**src/rtl/core/bpst_pkg.sv**
```systemverilog
// shared types and constants of the breakpoint slot table
package bpst_pkg;

  // field widths
  localparam int ADDR_W   = 32;
  localparam int HOOK_W   = 32;
  localparam int PCNT_W   = 8;
  localparam int PREF_W   = 32;
  localparam int ACT_W    = 4;
  localparam int SLOT_W   = 3;
  localparam int STATUS_W = 2;

  // table size default and register reset
  localparam int MAX_SLOTS_DEF = 8;
  localparam logic [ACT_W-1:0] ACTIVE_SLOTS_RST = 4'd8;

  // address handling
  localparam logic [ADDR_W-1:0] ADDR_MASK   = 32'hFFFF_FFFE;
  localparam logic [ADDR_W-1:0] COMP_ENABLE = 32'h0000_0001;

  // operation codes
  localparam logic OP_SET    = 1'b0;
  localparam logic OP_LOOKUP = 1'b1;

  typedef enum logic [STATUS_W-1:0] {
    ST_SET_DONE  = 2'd0,
    ST_FULL      = 2'd1,
    ST_FOUND     = 2'd2,
    ST_NOT_FOUND = 2'd3
  } status_t;

  typedef struct packed {
    logic              op;
    logic [ADDR_W-1:0] addr;
    logic [HOOK_W-1:0] hook_addr;
    logic [PCNT_W-1:0] patch_count;
    logic [PREF_W-1:0] patch_ref;
  } req_t;

  typedef struct packed {
    status_t           status;
    logic [SLOT_W-1:0] slot;
    logic [ADDR_W-1:0] comp_word;
    logic [HOOK_W-1:0] hook_out;
    logic [PCNT_W-1:0] patch_count_out;
    logic [PREF_W-1:0] patch_ref_out;
  } rsp_t;

endpackage

```
**src/rtl/core/bpst_if.sv**
```systemverilog
// valid/ready channel interfaces of the breakpoint slot table

interface bpst_req_if;
  logic                       valid;
  logic                       ready;
  logic                       op;
  logic [bpst_pkg::ADDR_W-1:0] addr;
  logic [bpst_pkg::HOOK_W-1:0] hook_addr;
  logic [bpst_pkg::PCNT_W-1:0] patch_count;
  logic [bpst_pkg::PREF_W-1:0] patch_ref;

  modport source (output valid, op, addr, hook_addr, patch_count, patch_ref, input ready);
  modport sink   (input valid, op, addr, hook_addr, patch_count, patch_ref, output ready);
endinterface

interface bpst_rsp_if;
  logic                         valid;
  logic                         ready;
  bpst_pkg::status_t            status;
  logic [bpst_pkg::SLOT_W-1:0]  slot;
  logic [bpst_pkg::ADDR_W-1:0]  comp_word;
  logic [bpst_pkg::HOOK_W-1:0]  hook_out;
  logic [bpst_pkg::PCNT_W-1:0]  patch_count_out;
  logic [bpst_pkg::PREF_W-1:0]  patch_ref_out;

  modport source (output valid, status, slot, comp_word, hook_out, patch_count_out,
                  patch_ref_out, input ready);
  modport sink   (input valid, status, slot, comp_word, hook_out, patch_count_out,
                  patch_ref_out, output ready);
endinterface

interface bpst_cfg_if;
  logic                        valid;
  logic                        ready;
  logic [bpst_pkg::ACT_W-1:0]  active_slots;

  modport source (output valid, active_slots, input ready);
  modport sink   (input valid, active_slots, output ready);
endinterface

```
**src/rtl/core/bpst_slots.sv**
```systemverilog
// slot storage, parallel address compare and allocation of the breakpoint table
module bpst_slots #(
  parameter int MAX_SLOTS = bpst_pkg::MAX_SLOTS_DEF
) (
  input  logic                        clk,
  input  logic                        rst,
  input  logic [bpst_pkg::ACT_W-1:0]  active_slots,
  input  bpst_pkg::req_t              req,
  input  logic                        fire,
  output bpst_pkg::rsp_t              rsp
);

  localparam int IDX_W = (MAX_SLOTS > 1) ? $clog2(MAX_SLOTS) : 1;
  localparam int CNT_A = $clog2(MAX_SLOTS + 1);
  localparam int CNT_W = (CNT_A > bpst_pkg::ACT_W) ? CNT_A : bpst_pkg::ACT_W;

  logic [MAX_SLOTS-1:0]          slot_valid;
  logic [bpst_pkg::ADDR_W-1:0]   slot_addr        [MAX_SLOTS];
  logic [bpst_pkg::HOOK_W-1:0]   slot_hook        [MAX_SLOTS];
  logic [bpst_pkg::PCNT_W-1:0]   slot_patch_count [MAX_SLOTS];
  logic [bpst_pkg::PREF_W-1:0]   slot_patch_ref   [MAX_SLOTS];

  logic [bpst_pkg::ADDR_W-1:0]   key;
  logic [MAX_SLOTS-1:0]          elig;
  logic [MAX_SLOTS-1:0]          free;
  logic [MAX_SLOTS-1:0]          hit;
  logic                          free_any;
  logic [IDX_W-1:0]              free_idx;
  logic                          hit_any;
  logic [IDX_W-1:0]              hit_idx;
  logic                          found;
  logic                          do_write;

  assign key = req.addr & bpst_pkg::ADDR_MASK;

  // per-slot compare against the usable count
  always_comb begin
    for (int i = 0; i < MAX_SLOTS; i++) begin
      elig[i] = CNT_W'(i) < CNT_W'(active_slots);
      free[i] = elig[i] & ~slot_valid[i];
      hit[i]  = elig[i] & slot_valid[i] & (slot_addr[i] == key);
    end
  end

  // lowest free slot and lowest hit
  always_comb begin
    free_any = 1'b0;
    free_idx = '0;
    hit_any  = 1'b0;
    hit_idx  = '0;
    for (int i = MAX_SLOTS - 1; i >= 0; i--) begin
      if (free[i]) begin
        free_any = 1'b1;
        free_idx = IDX_W'(i);
      end
      if (hit[i]) begin
        hit_any = 1'b1;
        hit_idx = IDX_W'(i);
      end
    end
  end

  // scan stops at the first free slot
  assign found    = hit_any & (~free_any | (hit_idx < free_idx));
  assign do_write = fire & (req.op == bpst_pkg::OP_SET) & free_any;

  always_comb begin
    rsp = '0;
    if (req.op == bpst_pkg::OP_SET) begin
      if (free_any) begin
        rsp.status    = bpst_pkg::ST_SET_DONE;
        rsp.slot      = bpst_pkg::SLOT_W'(free_idx);
        rsp.comp_word = key | bpst_pkg::COMP_ENABLE;
      end else begin
        rsp.status = bpst_pkg::ST_FULL;
      end
    end else begin
      if (found) begin
        rsp.status          = bpst_pkg::ST_FOUND;
        rsp.slot            = bpst_pkg::SLOT_W'(hit_idx);
        rsp.hook_out        = slot_hook[hit_idx];
        rsp.patch_count_out = slot_patch_count[hit_idx];
        rsp.patch_ref_out   = slot_patch_ref[hit_idx];
      end else begin
        rsp.status = bpst_pkg::ST_NOT_FOUND;
      end
    end
  end

  always_ff @(posedge clk) begin
    if (rst) begin
      slot_valid <= '0;
    end else if (do_write) begin
      slot_valid[free_idx] <= 1'b1;
    end
  end

  always_ff @(posedge clk) begin
    if (do_write) begin
      slot_addr[free_idx]        <= key;
      slot_hook[free_idx]        <= req.hook_addr;
      slot_patch_count[free_idx] <= req.patch_count;
      slot_patch_ref[free_idx]   <= req.patch_ref;
    end
  end

endmodule

```
**src/rtl/core/breakpoint_slot_table_core.sv**
```systemverilog
// top level of the breakpoint slot table: handshake, input and result registers
//
//  channel  modport  role
//  -------  -------  -------------------------------------------------------
//  cfg      sink     write of the active slot count, always ready
//  req      sink     set or lookup request (op, addr, hook_addr, patch data)
//  rsp      source   one result per request (status, slot, comp_word, data)
//
// a request is held in the input register and its result in the result register.
// one request is taken every cycle while rsp stays ready; a set updates the table
// at the same edge that registers its result, so the following request already
// sees it.
// a stall on rsp holds both registers and drops req ready once they are full.
// reset clears the valid marks of all slots and sets the active count to 8.
module breakpoint_slot_table_core #(
  parameter int MAX_SLOTS = bpst_pkg::MAX_SLOTS_DEF
) (
  input  logic        clk,
  input  logic        rst,
  bpst_cfg_if.sink    cfg,
  bpst_req_if.sink    req,
  bpst_rsp_if.source  rsp
);

  // configuration register
  logic [bpst_pkg::ACT_W-1:0] active_slots;

  // input register
  bpst_pkg::req_t req_q;
  logic           req_q_valid;

  // result register
  bpst_pkg::rsp_t rsp_q;
  logic           rsp_q_valid;

  bpst_pkg::rsp_t rsp_next;
  logic           advance;
  logic           req_xfer;

  // config writes must land only while idle; the block itself does not enforce it
  assign cfg.ready = 1'b1;

  always_ff @(posedge clk) begin
    if (rst) begin
      active_slots <= bpst_pkg::ACTIVE_SLOTS_RST;
    end else if (cfg.valid) begin
      active_slots <= cfg.active_slots;
    end
  end

  // the working item moves on when the result register is free or drains
  assign advance   = req_q_valid & (~rsp_q_valid | rsp.ready);
  assign req.ready = ~req_q_valid | advance;
  assign req_xfer  = req.valid & req.ready;

  always_ff @(posedge clk) begin
    if (rst) begin
      req_q_valid <= 1'b0;
    end else if (req.ready) begin
      req_q_valid <= req.valid;
    end
  end

  always_ff @(posedge clk) begin
    if (req_xfer) begin
      req_q.op          <= req.op;
      req_q.addr        <= req.addr;
      req_q.hook_addr   <= req.hook_addr;
      req_q.patch_count <= req.patch_count;
      req_q.patch_ref   <= req.patch_ref;
    end
  end

  // compare, allocate and update the slots
  bpst_slots #(
    .MAX_SLOTS (MAX_SLOTS)
  ) u_slots (
    .clk          (clk),
    .rst          (rst),
    .active_slots (active_slots),
    .req          (req_q),
    .fire         (advance),
    .rsp          (rsp_next)
  );

  always_ff @(posedge clk) begin
    if (rst) begin
      rsp_q_valid <= 1'b0;
    end else if (advance) begin
      rsp_q_valid <= 1'b1;
    end else if (rsp.ready) begin
      rsp_q_valid <= 1'b0;
    end
  end

  always_ff @(posedge clk) begin
    if (advance) begin
      rsp_q <= rsp_next;
    end
  end

  assign rsp.valid           = rsp_q_valid;
  assign rsp.status          = rsp_q.status;
  assign rsp.slot            = rsp_q.slot;
  assign rsp.comp_word       = rsp_q.comp_word;
  assign rsp.hook_out        = rsp_q.hook_out;
  assign rsp.patch_count_out = rsp_q.patch_count_out;
  assign rsp.patch_ref_out   = rsp_q.patch_ref_out;

endmodule

```
**src/flat_wrapper.sv**
```systemverilog
// flat-port wrapper written by rule: the top's interface ports become plain ports
module breakpoint_slot_table_core_flat 
#(
  parameter int MAX_SLOTS = bpst_pkg::MAX_SLOTS_DEF
)
  (clk, rst, cfg_valid, cfg_active_slots, cfg_ready, req_valid, req_op, req_addr, req_hook_addr, req_patch_count, req_patch_ref, req_ready, rsp_valid, rsp_status, rsp_slot, rsp_comp_word, rsp_hook_out, rsp_patch_count_out, rsp_patch_ref_out, rsp_ready);
  bpst_cfg_if cfg_i ();
  bpst_req_if req_i ();
  bpst_rsp_if rsp_i ();
  input  logic clk;
  input  logic rst;
  input wire logic [$bits(cfg_i.valid)-1:0] cfg_valid;
  input wire logic [$bits(cfg_i.active_slots)-1:0] cfg_active_slots;
  output wire logic [$bits(cfg_i.ready)-1:0] cfg_ready;
  input wire logic [$bits(req_i.valid)-1:0] req_valid;
  input wire logic [$bits(req_i.op)-1:0] req_op;
  input wire logic [$bits(req_i.addr)-1:0] req_addr;
  input wire logic [$bits(req_i.hook_addr)-1:0] req_hook_addr;
  input wire logic [$bits(req_i.patch_count)-1:0] req_patch_count;
  input wire logic [$bits(req_i.patch_ref)-1:0] req_patch_ref;
  output wire logic [$bits(req_i.ready)-1:0] req_ready;
  output wire logic [$bits(rsp_i.valid)-1:0] rsp_valid;
  output wire logic [$bits(rsp_i.status)-1:0] rsp_status;
  output wire logic [$bits(rsp_i.slot)-1:0] rsp_slot;
  output wire logic [$bits(rsp_i.comp_word)-1:0] rsp_comp_word;
  output wire logic [$bits(rsp_i.hook_out)-1:0] rsp_hook_out;
  output wire logic [$bits(rsp_i.patch_count_out)-1:0] rsp_patch_count_out;
  output wire logic [$bits(rsp_i.patch_ref_out)-1:0] rsp_patch_ref_out;
  input wire logic [$bits(rsp_i.ready)-1:0] rsp_ready;
  assign cfg_i.valid = cfg_valid;
  assign cfg_i.active_slots = cfg_active_slots;
  assign cfg_ready = cfg_i.ready;
  assign req_i.valid = req_valid;
  assign req_i.op = req_op;
  assign req_i.addr = req_addr;
  assign req_i.hook_addr = req_hook_addr;
  assign req_i.patch_count = req_patch_count;
  assign req_i.patch_ref = req_patch_ref;
  assign req_ready = req_i.ready;
  assign rsp_valid = rsp_i.valid;
  assign rsp_status = rsp_i.status;
  assign rsp_slot = rsp_i.slot;
  assign rsp_comp_word = rsp_i.comp_word;
  assign rsp_hook_out = rsp_i.hook_out;
  assign rsp_patch_count_out = rsp_i.patch_count_out;
  assign rsp_patch_ref_out = rsp_i.patch_ref_out;
  assign rsp_i.ready = rsp_ready;
  breakpoint_slot_table_core #(.MAX_SLOTS(MAX_SLOTS)) u_core (.clk(clk), .rst(rst), .cfg(cfg_i), .req(req_i), .rsp(rsp_i));
endmodule
```
**config.mk**
```make
export PLATFORM = sky130hd
export DESIGN_NAME = breakpoint_slot_table_core_flat
export DESIGN_NICKNAME = d
export VERILOG_FILES = /design/src/rtl/core/bpst_pkg.sv /design/src/rtl/core/bpst_if.sv /design/src/rtl/core/bpst_slots.sv /design/src/rtl/core/breakpoint_slot_table_core.sv /design/src/flat_wrapper.sv
export SDC_FILE = /design/constraint.sdc
export NUM_CORES = 1
export LEC_CHECK = 0
export BUFFER_PORTS_ARGS = -buffer_cell sky130_fd_sc_hd__buf_2
export CAP_MARGIN = 20
export CORE_MARGIN = 2
export CORE_UTILIZATION = 40
export DETAILED_ROUTE_END_ITERATION = 8
export PLACE_DENSITY = 0.62
export SETUP_SLACK_MARGIN = 0.1
export SLEW_MARGIN = 15
export SYNTH_ARGS = -nofsm -noshare
export SYNTH_HDL_FRONTEND = slang
export SYNTH_SLANG_ARGS = --single-unit
```
**constraint.sdc**
```tcl
create_clock -name clk -period 20.7 [get_ports clk]
set_input_delay 4.14 -clock clk [delete_from_list [all_inputs] [get_ports clk]]
set_output_delay 4.14 -clock clk [all_outputs]
set_load 0.01 [all_outputs]
```
# Word-level counts from Yosys, hierarchy flattened
# Memory sizes are Yosys's and may differ from the RTL's. A register that Yosys moved wholly into a read port is not among the register bits.
# Index checks and enable logic that the tools add are counted.
word_totals:
  regBits: 156
  ram_bits: 824
  out_inout_bits: 112
  word_cells: 131
  memories: 4
memory_table:
  columns: ["name", "words", "word_bits", "read_ports", "rd_ports_with_merged_regs", "write_ports", "line", "rtl"]
  rows:
  - ["u_core.u_slots.slot_hook", 8, 32, 1, 1, 1, "bpst_slots.sv:19", "logic [bpst_pkg::HOOK_W-1:0] slot_hook [MAX_SLOTS];"]
  - ["u_core.u_slots.slot_patch_ref", 8, 32, 1, 1, 1, "bpst_slots.sv:21", "logic [bpst_pkg::PREF_W-1:0] slot_patch_ref [MAX_SLOTS];"]
  - ["u_core.u_slots.slot_addr", 8, 31, 8, 0, 1, "bpst_slots.sv:18", "logic [bpst_pkg::ADDR_W-1:0] slot_addr [MAX_SLOTS];"]
  - ["u_core.u_slots.slot_patch_count", 8, 8, 1, 1, 1, "bpst_slots.sv:20", "logic [bpst_pkg::PCNT_W-1:0] slot_patch_count [MAX_SLOTS];"]
op_classes:
  order_cmp: 11
  n_eq_ne: 8
  mux: 43
  bitwise_logic: 45
  reduce_logical: 7
op_table:
  columns: ["op", "n"]
  rows:
  - ["32-bit equality test", 8]
  - ["3-bit two-way mux", 17]
  - ["35-bit two-way mux", 1]
  - ["1-bit AND", 29]
  - ["1-bit two-way mux", 23]
  - ["3-bit by 4-bit less-than comparator with 1-bit output, first input constant", 4]
  - ["1-bit NOT", 12]
  - ["1-bit by 4-bit less-than comparator with 1-bit output, first input constant", 2]
  - ["2-bit by 4-bit less-than comparator with 1-bit output, first input constant", 2]
  - ["8-bit OR", 1]
  - ["5-bit two-way mux", 1]
  - ["3-bit by 4-bit less-than comparator with 1-bit output, second input constant", 1]
  - ["1-bit demux with 3-bit select", 1]
  - ["3-bit by 1-bit >= comparator with 1-bit output, second input constant", 1]
  - ["1-bit logical NOT", 3]
  - ["3-bit less-than comparator", 1]
  - ["1-bit OR", 3]
  - ["2-bit AND reduction", 1]
  - ["2-bit nonzero test", 1]
  - ["2-bit OR reduction", 1]
  - ["1-bit logical AND", 1]

# Longest topological paths before layout
depth:
  depth_word: 16
  ltp_mapped: 17
  ltp_nobuf: 15

# By module
# From an unflattened synthesis, not the netlist that was laid out.
unflattened:
  cells_unflattened: 2545
  hier_area_um2: 42398.2
by_module_without_submodules:
  columns: ["module", "n_inst", "cells_per_inst", "area_per_inst_um2"]
  rows:
  - ["bpst_slots", 1, 2306, 35729.3]
  - ["breakpoint_slot_table_core", 1, 239, 6668.9]

# Least setup slack after synthesis
# No wires, ideal clock.
synth_path:
  path_kind: "in2reg"
  from: "input port rsp_ready"
  to: "memory u_core.u_slots.slot_addr[5][0] (netlist bit), enable pin"
  setup_time_ps: 580
  arrival_ps: 14368
  required_time_ps: 20120
  setup_slack_ps: 5752
  cell_stages: 5
  cell_sequence: "nor2b_1 -> nor2b_1 -> nor2b_1 -> and3_1 -> nor2b_1"
synth_via:
  elab_chain_len: 6
synth_rtl:
  columns: ["element", "line", "rtl"]
  rows:
  - ["from (decl)", "flat_wrapper.sv:29", "input wire logic [$bits(rsp_i.ready)-1:0] rsp_ready;"]
  - ["1-bit OR", "breakpoint_slot_table_core.sv:52", "assign advance = req_q_valid & (~rsp_q_valid | rsp.ready);"]
  - ["1-bit AND", "breakpoint_slot_table_core.sv:52", null]
  - ["net u_core.advance", "breakpoint_slot_table_core.sv:37", "logic advance;"]
  - ["1-bit AND (2 in series)", "bpst_slots.sv:65", "assign do_write = fire & (req.op == bpst_pkg::OP_SET) & free_any;"]
  - ["1-bit two-way mux", "bpst_slots.sv:99", "if (do_write) begin"]
  - ["1-bit two-way mux (not written as such)", "bpst_slots.sv:100", "slot_addr[free_idx] <= key;"]
  - ["to (decl)", "bpst_slots.sv:18", null]
# The timed path passes the listed nets, and every way through them passes these cells.

# Final worst setup path
layout_path:
  from: "input port rsp_ready"
  to: "output port req_ready"
layout_via:
  elab_chain_len: 3
layout_rtl:
  columns: ["element", "line", "rtl"]
  rows:
  - ["1-bit OR", "breakpoint_slot_table_core.sv:52", null]
  - ["1-bit AND", "breakpoint_slot_table_core.sv:52", null]
  - ["1-bit OR", "breakpoint_slot_table_core.sv:53", "assign req.ready = ~req_q_valid | advance;"]
  - ["to (decl)", "flat_wrapper.sv:21", "output wire logic [$bits(req_i.ready)-1:0] req_ready;"]
# Every way passes these cells.

==> load_flow_metrics.sql <==
INSERT INTO impl_metrics (metric_group, metric, value, unit) VALUES
('sta', 'final_max_slew_viol_count', '0', ''),
('synth', 'yosys.cell_types.count', '59', ''),
('floorplanning', 'core_area', '0.102', 'sq mm'),
('critical_path', 'crit_path_end_kind', 'output port', ''),
('placement', 'gpl.final_weighted_congestion', '0.881', ''),
('hold_path', 'timing.hold.worst.class', 'reg -> reg', ''),
('routing', 'finalWirelength', '102000', 'microns'),
('cts', 'clock-sinks', '1051', ''),
('routing', 'drtAntennaViolNets', '0', ''),
('sta', 'setup-violations-final', '0', ''),
('sta', 'post-route-min-period', '9.00', 'ns'),
('cts', 'htree_num_levels', '3', ''),
('cells_and_area', 'syn2layout_area_growth', '15.1', '%'),
('floorplanning', 'die-height', '325', 'microns'),
('cts', 'holdBufCountCts', '0', ''),
('cells_and_area', 'design.final.nets', '2766', ''),
('cts', 'tritoncts_clock_tree', 'done', ''),
('synth', 'synth_sequential_area_ratio', '76.2', '%'),
('cells_and_area', 'filler_cell_count', '8623', ''),
('cells_and_area', 'finish.utilization', '46.5', '%'),
('pwr', 'cellPowerDensity', '92.7', 'mW/mm^2'),
('sta', 'timing.max_slew.rel_slack', '30.5', '%'),
('sta', 'achievable-frequency', '111', 'MHz'),
('synth', 'post_synth_instance_area', '0.0412', 'sq mm'),
('routing', 'detail_route.vias_per_cell', '5.45', ''),
('synth', 'yosys_register_bits', '1051', ''),
('floorplanning', 'number_of_rows_in_the_core_area', '117', ''),
('global_route', 'first_pass_grt_wire_length', '151000', 'microns'),
('synth', 'post_synth.cell_area_avg', '17.3', 'sq um'),
('pwr', 'vdd_ir_drop_max', '65.3', 'uV'),
('sta', 'grt_setup_unrepaired', 'false', ''),
('pwr', 'power.internal', '3460', 'uW'),
('routing', 'drt_first_iter_violations', '2258', ''),
('synth', 'netlist_top_cells_area', 'edfxtp_1, xnor2_1, o221ai_2, xor2_1, a211oi_2', ''),
('cells_and_area', 'num_antenna_cells', '0', ''),
('synth', 'synth.net_count', '2498', ''),
('pwr', 'p_comb_share', '3.2', '%'),
('floorplanning', 'design.portCount', '226', ''),
('pwr', 'finalPower', '4400', 'uW'),
('floorplanning', 'fp.dieW', '325', 'microns'),
('cts', 'insertion_delay', '0.70', 'ns'),
('sta', 'setup_tns', '0', 'ns'),
('pwr', 'p_clk_share', '42.2', '%'),
('critical_path', 'worstPathArrival', '4.86', 'ns'),
('synth', 'syn_inst', '2382', ''),
('cts', 'postCtsSetupRepairBufs', '0', ''),
('job', 'timing.max_cap.violations', '0', ''),
('global_route', 'antenna_found_initial', '4', ''),
('global_route', 'via_count_of_the_first_global_routing_pass', '23400', ''),
('sta', 'finalWorstSetupSlack', '11.70', 'ns'),
('pwr', 'total_switching_power', '936', 'uW'),
('routing', 'num_vias', '22400', ''),
('synth', 'yosys.area.top_type', 'edfxtp_1', ''),
('pwr', 'power.share.switching', '21.3', '%'),
('routing', 'drt-wirelength-per-cell', '24.7', 'microns'),
('critical_path', 'cp_class', 'in -> out', ''),
('critical_path', 'cp_data_required_time', '16.56', 'ns'),
('placement', 'place_hpwl', '55800', 'microns'),
('floorplanning', 'die-area', '0.106', 'sq mm'),
('global_route', 'pin_count_of_the_biggest_net_entering_global_routing', '111', ''),
('synth', 'ys.warnings.count', '0', ''),
('cells_and_area', 'drive_gt1_share', '24.7', '%'),
('synth', 'synth-main-ff-cell', 'edfxtp_1', ''),
('synth', 'synth_enable_flop_cells', '1037', ''),
('cts', 'cts-root-to-sink-buffers', '3', ''),
('critical_path', 'worstPathMaxFanout', '4', ''),
('placement', 'io_buffers', '223', ''),
('routing', 'route.detailed.drc', '0', ''),
('cts', 'clk_transition_reported_paths', '0.07', 'ns'),
('sta', 'worst_pin_slew', '1.04', 'ns'),
('status', 'run_status', 'finished, final reports clean', '');
-- sequential cells by signal, summed over array words and instances (netlist names), 2 cells and up --
signal,count
u_core.rsp.status,2
u_core.rsp.hook_out,32
u_core.req_q,104
u_core.rsp.patch_count_out,8
u_core.active_slots,4
u_core.u_slots.slot_patch_count,64
u_core.u_slots.slot_hook,256
u_core.u_slots.slot_patch_ref,256
u_core.rsp.slot,3
u_core.rsp.patch_ref_out,32
u_core.u_slots.slot_addr,248
u_core.rsp.comp_word,32
u_core.u_slots.slot_valid,8
-- Yosys cell counts, types with 32 or more instances --
library cell / number
edfxtp_1: 1037
xnor2_1: 130
nor2_1: 122
xor2_1: 115
nand2_1: 95
o21ai_0: 85
a31oi_1: 75
mux2i_1: 75
nand4_1: 71
a211oi_2: 70
o221ai_2: 70
o22a_2: 69
clkbuf_1: 67
nor4_1: 57
buf_2: 46
and2_1: 32
-- kinds of logic after synthesis --
family / Yosys count / synth area share [%]
flops: 1051 / 76.2
compound gates: 401 / 9.16
other cells: 1 / 0.00910
mux: 75 / 1.82
xor+xnor: 245 / 5.21
buf+inv: 139 / 1.72
simple gates: 468 / 5.80
fa+ha+maj: 2 / 0.0607
-- layout by cell type, fill, tap and decap left out, types with 5 or more instances in the layout --
master        n
edfxtp_1   1037
buf_4        65
inv_1         7
nor3_1       24
a21oi_1       5
a31oi_1      75
bufinv_16     6
buf_2       223
a211oi_2     70
nor4_1       56
nand3_1      16
clkbuf_1     24
nor2_1      119
clkinv_1     26
nand4_1      71
xnor2_1     130
nand2b_1     11
o221ai_2     70
mux2i_1      75
o21ai_0      84
nand2_1      94
xor2_1      115
dfxtp_1      14
o22a_2       69
clkbuf_16   108
and2_1       29
clkinv_2     23
-- power groups by stage --
stage               clock [uW]  sequential [uW]  combinational (uW)
floorplan                    0             2450                69.4
global placement             0             2440                 141
detailed placement           0             2440                 143
CTS                       1890             2400                 143
global route              1980             2400                 153
finish                    1860             2400                 142
-- layout make-up --
cell class	instances	area [sq um]	area share, %
Tap cell	1368	1710	3.61
Inverter	7	26.3	0.0554
Timing Repair Buffer	291	1680	3.54
Clock inverter	69	603	1.27
Clock buffer	132	2790	5.89
Multi-Input combinational cell	1192	9190	19.4
Sequential cell	1051	31400	66.2
-- routing by layer --
| metal | GRT usage [%] | routed length, microns |
|---|---|---|
| met5 | 0 | 0 |
| met4 | 6.09 | 2450 |
| met3 | 2.98 | 5740 |
| met2 | 31.7 | 49400 |
| met1 | 25.4 | 44000 |
-- critical path, stage by stage --
cell and delay (ns):
buf_2 0.10, nor2b_1 0.33, nand2_1 0.13, buf_2 0.16
-- worst paths after layout --
path	from	end	slack, ns	cells past startpoint
worst min-delay path	u_core.u_slots.slot_valid[7]	u_core.u_slots.slot_valid[7]	0.52	2
worst min register to register	u_core.u_slots.slot_valid[7]	u_core.u_slots.slot_valid[7]	0.52	2
worst max-delay path	rsp_ready	req_ready	11.70	4
worst max register to register	u_core.req_q[92]	u_core.rsp.hook_out[7]	14.82	16
-- per-stage QoR --
stage,area [sq um],std cells
after global placement,44000,3907
after global routing,47400,4110
after floorplan,41200,2382
after CTS,47400,4108
final,47400,4110
after detailed placement,44000,3907
No activity file was read; power rests on OpenSTA's default activity.
